**src/assert_macros.svh**
```systemverilog
// Assertion macros used by the RTL of the core.
`ifndef ASSERT_MACROS_SVH
`define ASSERT_MACROS_SVH

// Check on each rising clock edge outside reset.
`define ASSERT_CLK(label, prop, msg) \
  label: assert property (@(posedge clk) disable iff (rst) (prop)) else $error(msg);

// Check on each rising clock edge, reset included.
`define ASSERT_CLK_ALWAYS(label, prop, msg) \
  label: assert property (@(posedge clk) (prop)) else $error(msg);

`endif

```
**src/ptb_pkg.sv**
```systemverilog
// Package with types and constants of the particle time boundary core.
`default_nettype none

package ptb_pkg;

  localparam int DATA_W     = 32;
  localparam int DUR_W      = DATA_W - 1;
  localparam int MODE_W     = 2;
  localparam int DIV_BITS   = 4;
  localparam int DIV_STAGES = DATA_W / DIV_BITS;
  localparam int NUM_STAGES = DIV_STAGES + 4;
  localparam int CFG_IDX_W  = 1;

  typedef enum logic [MODE_W-1:0] {
    BC_OPEN     = 2'd0,
    BC_PERIODIC = 2'd1,
    BC_ABSORB   = 2'd2,
    BC_REFLECT  = 2'd3
  } mode_t;

  typedef enum logic [CFG_IDX_W-1:0] {
    CFG_MODE     = 1'b0,
    CFG_DURATION = 1'b1
  } cfg_idx_t;

  typedef struct packed {
    mode_t             mode;
    logic [DATA_W-1:0] t;
    logic [DATA_W-1:0] pt;
    logic              neg;
    logic [DATA_W-1:0] mag;
    logic [DUR_W-1:0]  rem;
    logic              above;
    logic              below;
    logic              lost;
    logic [DATA_W-1:0] tout;
    logic [DATA_W-1:0] ptout;
  } pipe_t;

endpackage

`default_nettype wire

```
**src/particle_time_boundary_core.sv**
```systemverilog
// Top level of the particle time boundary core.
// Usage:
//   Slave stream (s_tvalid, s_tready, s_tdata) carries one particle per
//   transaction: time in bits 31:0, energy deviation in bits 63:32, both
//   signed Q16.16. Master stream (m_tvalid, m_tready, m_tdata, m_tuser)
//   returns one result per particle in the same order, same packing,
//   with the lost flag in m_tuser.
//   Configuration: cfg_we with cfg_index 0 writes the boundary mode,
//   index 1 writes the bucket duration. Write only while no particle is
//   in flight.
//   Pipeline: twelve register stages, the entry stage loaded at the
//   accepting edge: entry, the restoring remainder unit (4 bits per
//   stage over 8 stages), sign fix, wrap and output stages. m_tvalid
//   is the valid flag of the output stage.
//   Throughput: one particle per cycle while m_tready does not stall.
//   Reset: rst (synchronous) empties the pipeline and clears both
//   registers (open mode, zero duration).
//   Stall: with m_tready low the last stage holds; earlier stages keep
//   advancing into empty slots, and s_tready falls only once every
//   stage holds a particle.
`default_nettype none
`include "assert_macros.svh"

module particle_time_boundary_core
  import ptb_pkg::*;
(
  input  wire logic                 clk,
  input  wire logic                 rst,
  input  wire logic                 s_tvalid,
  output logic                      s_tready,
  input  wire logic [2*DATA_W-1:0]  s_tdata,   // time_in, energy_in
  output logic                      m_tvalid,
  input  wire logic                 m_tready,
  output logic      [2*DATA_W-1:0]  m_tdata,   // time_out, energy_out
  output logic      [0:0]           m_tuser,   // lost
  input  wire logic                 cfg_we,
  input  wire logic [CFG_IDX_W-1:0] cfg_index,
  input  wire logic [DUR_W-1:0]     cfg_wdata
);

  localparam int LAST = NUM_STAGES - 1;
  localparam int EW   = DATA_W + 2;

  mode_t            bc_mode;
  logic [DUR_W-1:0] dur;
  logic [DUR_W-1:0] half;

  pipe_t p   [NUM_STAGES];
  logic  vld [NUM_STAGES];
  logic [NUM_STAGES:0] en;

  function automatic logic [DATA_W-1:0] sat(input logic signed [EW-1:0] v);
    logic signed [EW-1:0] hi;
    logic signed [EW-1:0] lo;
    hi = EW'({1'b0, {(DATA_W-1){1'b1}}});
    lo = -hi - EW'(1);
    if (v > hi) begin
      sat = hi[DATA_W-1:0];
    end else if (v < lo) begin
      sat = lo[DATA_W-1:0];
    end else begin
      sat = v[DATA_W-1:0];
    end
  endfunction

  assign half = {1'b0, dur[DUR_W-1:1]};

  always_ff @(posedge clk) begin
    if (rst) begin
      bc_mode <= BC_OPEN;
      dur     <= '0;
    end else if (cfg_we) begin
      case (cfg_idx_t'(cfg_index))
        CFG_MODE:     bc_mode <= mode_t'(cfg_wdata[MODE_W-1:0]);
        CFG_DURATION: dur     <= cfg_wdata;
        default:      ;
      endcase
    end
  end

  // advance a stage when it is empty or its successor advances
  always_comb begin
    en[NUM_STAGES] = m_tready;
    for (int k = NUM_STAGES - 1; k >= 0; k--) begin
      en[k] = !vld[k] || en[k+1];
    end
  end

  assign s_tready = en[0];

  for (genvar k = 0; k < NUM_STAGES; k++) begin : g_stage
    pipe_t nx;
    logic  vin;

    if (k == 0) begin : g_entry
      logic [DATA_W-1:0] t_in;
      assign t_in = s_tdata[DATA_W-1:0];
      assign vin  = s_tvalid;
      always_comb begin
        nx       = '0;
        nx.mode  = bc_mode;
        nx.t     = t_in;
        nx.pt    = s_tdata[2*DATA_W-1:DATA_W];
        nx.neg   = t_in[DATA_W-1];
        nx.mag   = t_in[DATA_W-1] ? (~t_in + DATA_W'(1)) : t_in;
      end
    end else if (k <= DIV_STAGES) begin : g_div
      logic [DUR_W-1:0] rem_new;
      assign vin = vld[k-1];
      ptb_rem_step u_step (
        .rem_in  (p[k-1].rem),
        .bits    (p[k-1].mag[DATA_W-1 -: DIV_BITS]),
        .divisor (dur),
        .rem_out (rem_new)
      );
      always_comb begin
        nx     = p[k-1];
        nx.rem = rem_new;
        nx.mag = p[k-1].mag << DIV_BITS;
      end
    end else if (k == DIV_STAGES + 1) begin : g_fix
      logic signed [DATA_W-1:0] ts;
      logic signed [DATA_W-1:0] hs;
      assign vin = vld[k-1];
      assign ts  = $signed(p[k-1].t);
      assign hs  = $signed({1'b0, half});
      always_comb begin
        nx       = p[k-1];
        nx.rem   = (p[k-1].neg && p[k-1].rem != '0) ? (dur - p[k-1].rem) : p[k-1].rem;
        nx.above = ts > hs;
        nx.below = ts < -hs;
        nx.lost  = (p[k-1].mode == BC_ABSORB) && !(ts < hs && ts > -hs);
      end
    end else if (k == DIV_STAGES + 2) begin : g_wrap
      logic [DUR_W:0] sum;
      assign vin = vld[k-1];
      always_comb begin
        nx  = p[k-1];
        sum = {1'b0, p[k-1].rem} + {1'b0, half};
        if (sum >= {1'b0, dur}) begin
          sum = sum - {1'b0, dur};
        end
        nx.rem = sum[DUR_W-1:0];
      end
    end else begin : g_out
      logic signed [EW-1:0] te;
      logic signed [EW-1:0] pe;
      logic signed [EW-1:0] de;
      logic signed [EW-1:0] he;
      logic signed [EW-1:0] re;
      logic signed [EW-1:0] rt;
      logic signed [EW-1:0] rp;
      assign vin = vld[k-1];
      assign te  = {{2{p[k-1].t[DATA_W-1]}}, p[k-1].t};
      assign pe  = {{2{p[k-1].pt[DATA_W-1]}}, p[k-1].pt};
      assign de  = {3'b0, dur};
      assign he  = {3'b0, half};
      assign re  = {3'b0, p[k-1].rem};
      always_comb begin
        rt = te;
        rp = pe;
        case (p[k-1].mode)
          BC_PERIODIC: begin
            if (dur != '0) begin
              rt = re - he;
            end
          end
          BC_REFLECT: begin
            if (p[k-1].above) begin
              rt = de - te;
              rp = -pe;
            end else if (p[k-1].below) begin
              rt = -de - te;
              rp = -pe;
            end
          end
          default: ;
        endcase
        nx       = p[k-1];
        nx.tout  = sat(rt);
        nx.ptout = sat(rp);
      end
    end

    always_ff @(posedge clk) begin
      if (rst) begin
        vld[k] <= 1'b0;
      end else if (en[k]) begin
        vld[k] <= vin;
      end
    end

    always_ff @(posedge clk) begin
      if (en[k]) begin
        p[k] <= nx;
      end
    end
  end

  assign m_tvalid = vld[LAST];
  assign m_tdata  = {p[LAST].ptout, p[LAST].tout};
  assign m_tuser  = p[LAST].lost;

  `ASSERT_CLK(a_lost_absorb_only, m_tvalid && m_tuser[0] |-> p[LAST].mode == BC_ABSORB, "lost flag outside absorbing mode")
  `ASSERT_CLK(a_stall_only_full, !s_tready |-> vld[LAST] && !m_tready, "input stalled without output stall")
  `ASSERT_CLK(a_open_passes, m_tvalid && p[LAST].mode == BC_OPEN |-> p[LAST].tout == p[LAST].t && p[LAST].ptout == p[LAST].pt, "open mode altered particle")
  `ASSERT_CLK_ALWAYS(a_reset_empty, rst |=> !m_tvalid, "output valid after reset")

endmodule

`default_nettype wire

```
**src/ptb_rem_step.sv**
```systemverilog
// Restoring remainder step over a few dividend bits.
`default_nettype none

module ptb_rem_step
  import ptb_pkg::*;
(
  input  wire logic [DUR_W-1:0]    rem_in,
  input  wire logic [DIV_BITS-1:0] bits,
  input  wire logic [DUR_W-1:0]    divisor,
  output logic      [DUR_W-1:0]    rem_out
);

  logic [DUR_W:0]   acc;
  logic [DUR_W-1:0] r;

  always_comb begin
    r   = rem_in;
    acc = '0;
    for (int i = 0; i < DIV_BITS; i++) begin
      acc = {r, bits[DIV_BITS-1-i]};
      if (acc >= {1'b0, divisor}) begin
        acc = acc - {1'b0, divisor};
      end
      r = acc[DUR_W-1:0];
    end
    rem_out = r;
  end

endmodule

`default_nettype wire

```
**config.mk**
```make
export PLATFORM = sky130hd
export DESIGN_NAME = particle_time_boundary_core
export DESIGN_NICKNAME = d
export VERILOG_FILES = /design/src/ptb_pkg.sv /design/src/particle_time_boundary_core.sv /design/src/ptb_rem_step.sv
export VERILOG_INCLUDE_DIRS = /design/src /design/src/src
export SDC_FILE = /design/constraint.sdc
export NUM_CORES = 2
export LEC_CHECK = 0
export BUFFER_PORTS_ARGS = -buffer_cell sky130_fd_sc_hd__buf_2
export CORE_MARGIN = 2
export CORE_UTILIZATION = 44
export DETAILED_ROUTE_END_ITERATION = 6
export GPL_TIMING_DRIVEN = 0
export HOLD_SLACK_MARGIN = 0.05
export PLACE_DENSITY_LB_ADDON = 0.08
export SETUP_SLACK_MARGIN = 0.2
export SYNTH_ARGS = -nofsm -noshare
export SYNTH_HDL_FRONTEND = slang
export SYNTH_SLANG_ARGS = --single-unit
```
**constraint.sdc**
```tcl
create_clock -name clk -period 30.4 [get_ports clk]
set_input_delay 1.52 -clock clk [delete_from_list [all_inputs] [get_ports clk]]
set_output_delay 1.52 -clock clk [all_outputs]
set_load 0.02 [all_outputs]
```
==> metrics.txt <==
outcome complete, but fails checks; violated checks DRC; sort of element at the start of the critical path register; initial antenna violation count 48; Placement Cell Area 117,000 um^2; flop and latch count out of synthesis 1,288; count of synthesis-stage warnings from yosys 0; Die ar. 255,000 um^2; First-pass DRT Iterations 7; M2 GR Usage 0.466; Layout Nets 13,300; Slew headroom 0.0580; die extent in x 505 um; clock-pin transition on the worst setup and hold timing paths 0.06 ns; via density per instance 5.95; CP Data Arrival Time 19.72 ns; CP most frequent cell clkbuf_1; initial core utilization 0.443; number of levels in the clock H-tree 4; iteration-0 DRC count of the detailed router 7,181; count of hold buffers inserted by post-cts repair 0; placement row count 183; # DRC 1; average cell area after synthesis 9.52 um^2; Final setup viols 0; Top Usage Layer GRT met2; min cycle time layout 19.18 ns; number of buffers inserted to repair setup after CTS 0; Non-Filler Cell Area, Final 122,000 um^2; DRT Wirelength 367,000 um; area growth from synthesis to layout 10.3%; clock sinks 1,288; IO Port Bufs 166; via count of the first global-routing pass 87,700; library cell occupying the most area in the post-synthesis netlist edfxtp_1; Routability Congestion 0.953; Cells after Synth 11,600; Final period util 0.631; top flip-flop cell by instance count after synthesis edfxtp_1; Worst Max-Slew Pin Slew 1.40 ns; wire length of the first global-routing pass 543,000 um; kind of path behind the tightest hold check register to register; met3 layer usage reported by global route 0.0344; HPWL reported at the end of detailed placement 283,000 um; CTS Root Buffer Type clkbuf_16; type of the worst setup path register to register; highest-count cells in the layout ignoring fill and taps edfxtp_1 (1,255), ha_1 (1,241), a21oi_1 (1,129); residual antenna-violating net count after detailed routing 0; maximum number of pins on one net before global-route repair 89; unrepaired setup endpoints after global routing false; number of endpoints with negative hold slack in the final report 0; Yosys cell types 101; required time worst endpoint 30.94 ns; number of synthesized flops with an enable pin 1,255; Critical Path Sink Type register; CTS resizes 0; post-synthesis instance area 110,000 um^2; syn_nets 13,000; cell with the largest stage delay on the worst path a221oi_1; total negative slack 0 ns; Congestion Overflow GR 0; placeable core region 249,000 um^2; clock buffer depth 3; # Max-Cap Violations 0; via total after detailed routing 91,600; drt wl/cell 23.8 um; fraction of final layout cells with drive strength greater than 1 0.0884; CP Max Fanout 19; final-report max-slew violation count 0; I/O pin cnt 168; worst stage delay on the critical path 1.07 ns; later-pin clock latency in the skew report 0.83 ns; highest attainable clock frequency 52.1 MHz; cells taking the most area after synthesis edfxtp_1 (34%), ha_1 (14%), xnor2_1 (5.8%); vertical extent of the die 505 um; top-area cell type share of the netlist area 0.341; Global Route met1 Usage 0.364; Setup Skew 0.0950 ns; fraction of the yosys area taken by sequential cells 0.347; most common library cell in the layout ignoring fill and taps edfxtp_1; Async SR Flop Fraction 0; Inserted Clock Buffers 145; CTS tree done; gr usage total 0.277
[routing by layer]
| metal | vias to the layer above | part of all wire |
|---|---|---|
| li1 | 44100 | - |
| met1 | 44100 | 0.44 |
| met2 | 2713 | 0.47 |
| met3 | 672 | 0.053 |
| met4 | 2 | 0.041 |
| met5 | - | 0.000035 |
[logic make-up (layout without fill, tap and decap cells)]
family,after synthesis,count (layout),synth area share
AO/OA/AOI/OAI,3527,3527,0.202
XOR/XNOR,1021,1021,0.0810
adder cells (fa/ha/maj),1278,1278,0.147
buffers and inverters,844,1320,0.0316
flip-flops,1288,1288,0.347
multiplexers,565,565,0.0573
other,0,15,0
AND/OR/NAND/NOR,3065,3065,0.133
[area by class of cell]
cell class | count | area, um^2
sequential | 1288 | 38400
multi-input combinational | 9456 | 68600
clock inverter | 100 | 1180
tap | 3330 | 4170
clock buffer | 163 | 3730
inverter | 526 | 2070
fill | 23400 | 127000
antenna | 15 | 37.5
buffer | 318 | 1510
timing repair buffer | 213 | 2100
[metrics by stage]
step	hold WS, ns	setup slack, ns	instances	utilization
6_report	0.369	11.22	15400	0.489
5_1_grt	0.375	10.35	15400	0.489
4_1_cts	0.368	10.82	15400	0.488
3_5_place_dp	0.405	10.88	15100	0.469
3_3_place_gp	0.400	5.95	15100	0.463
2_1_floorplan	0.400	14.97	11600	-
[registers in the layout, summed over array words and instances, names as in the netlist]
signal and flops:
bc_mode 2, dur 31, p 1243, vld 12
[worst max-delay path, delay by kind of cell (launching register included)]
kind,cells,cell delay [ns]
AOI/OAI and AO/OA,24,7.42
adders and majority gates,4,1.36
buffers and inverters,13,5.68
DFF,1,0.73
muxes,2,0.73
and+or+nand+nor,15,2.87
[cells in the mapped netlist (all sizes together) (23+ instances only)]
cell,n
and4,27
a221o,35
nor2b,206
a2111oi,24
a21oi,1130
o31ai,80
inv,524
a31oi,123
nor4,51
nor2,820
a211oi,96
o41ai,23
nor3,187
dfxtp,33
or4,23
nand2b,189
o21bai,139
a211o,35
and2,71
o211ai,43
or3,63
o21ai,759
or2,50
mux2i,99
clkbuf,193
a21o,532
edfxtp,1255
o22ai,25
mux2,466
fa,37
buf,125
nand4,149
a21boi,58
nand3,202
o2111ai,28
and3,107
nand2,855
a31o,30
xnor2,736
xor2,285
ha,1241
o21a,148
[final timing paths]
| path | startpoint | to | slack, ns | cells after the start |
|---|---|---|---|---|
| worst max register to register | dur[30]$_SDFFE_PP0P_ | p[1][93]$_DFFE_PP_ | 11.22 | 58 |
| worst min register to register | p[0][585]$_DFFE_PP_ | p[0][782]$_DFFE_PP_ | 0.37 | 0 |
| worst min-delay path | p[0][585]$_DFFE_PP_ | p[0][782]$_DFFE_PP_ | 0.37 | 0 |
| worst max-delay path | dur[30]$_SDFFE_PP0P_ | p[1][93]$_DFFE_PP_ | 11.22 | 58 |
Power is not shown: default switching activity piles up to over one toggle a cycle in this logic, so the estimate is an artifact.
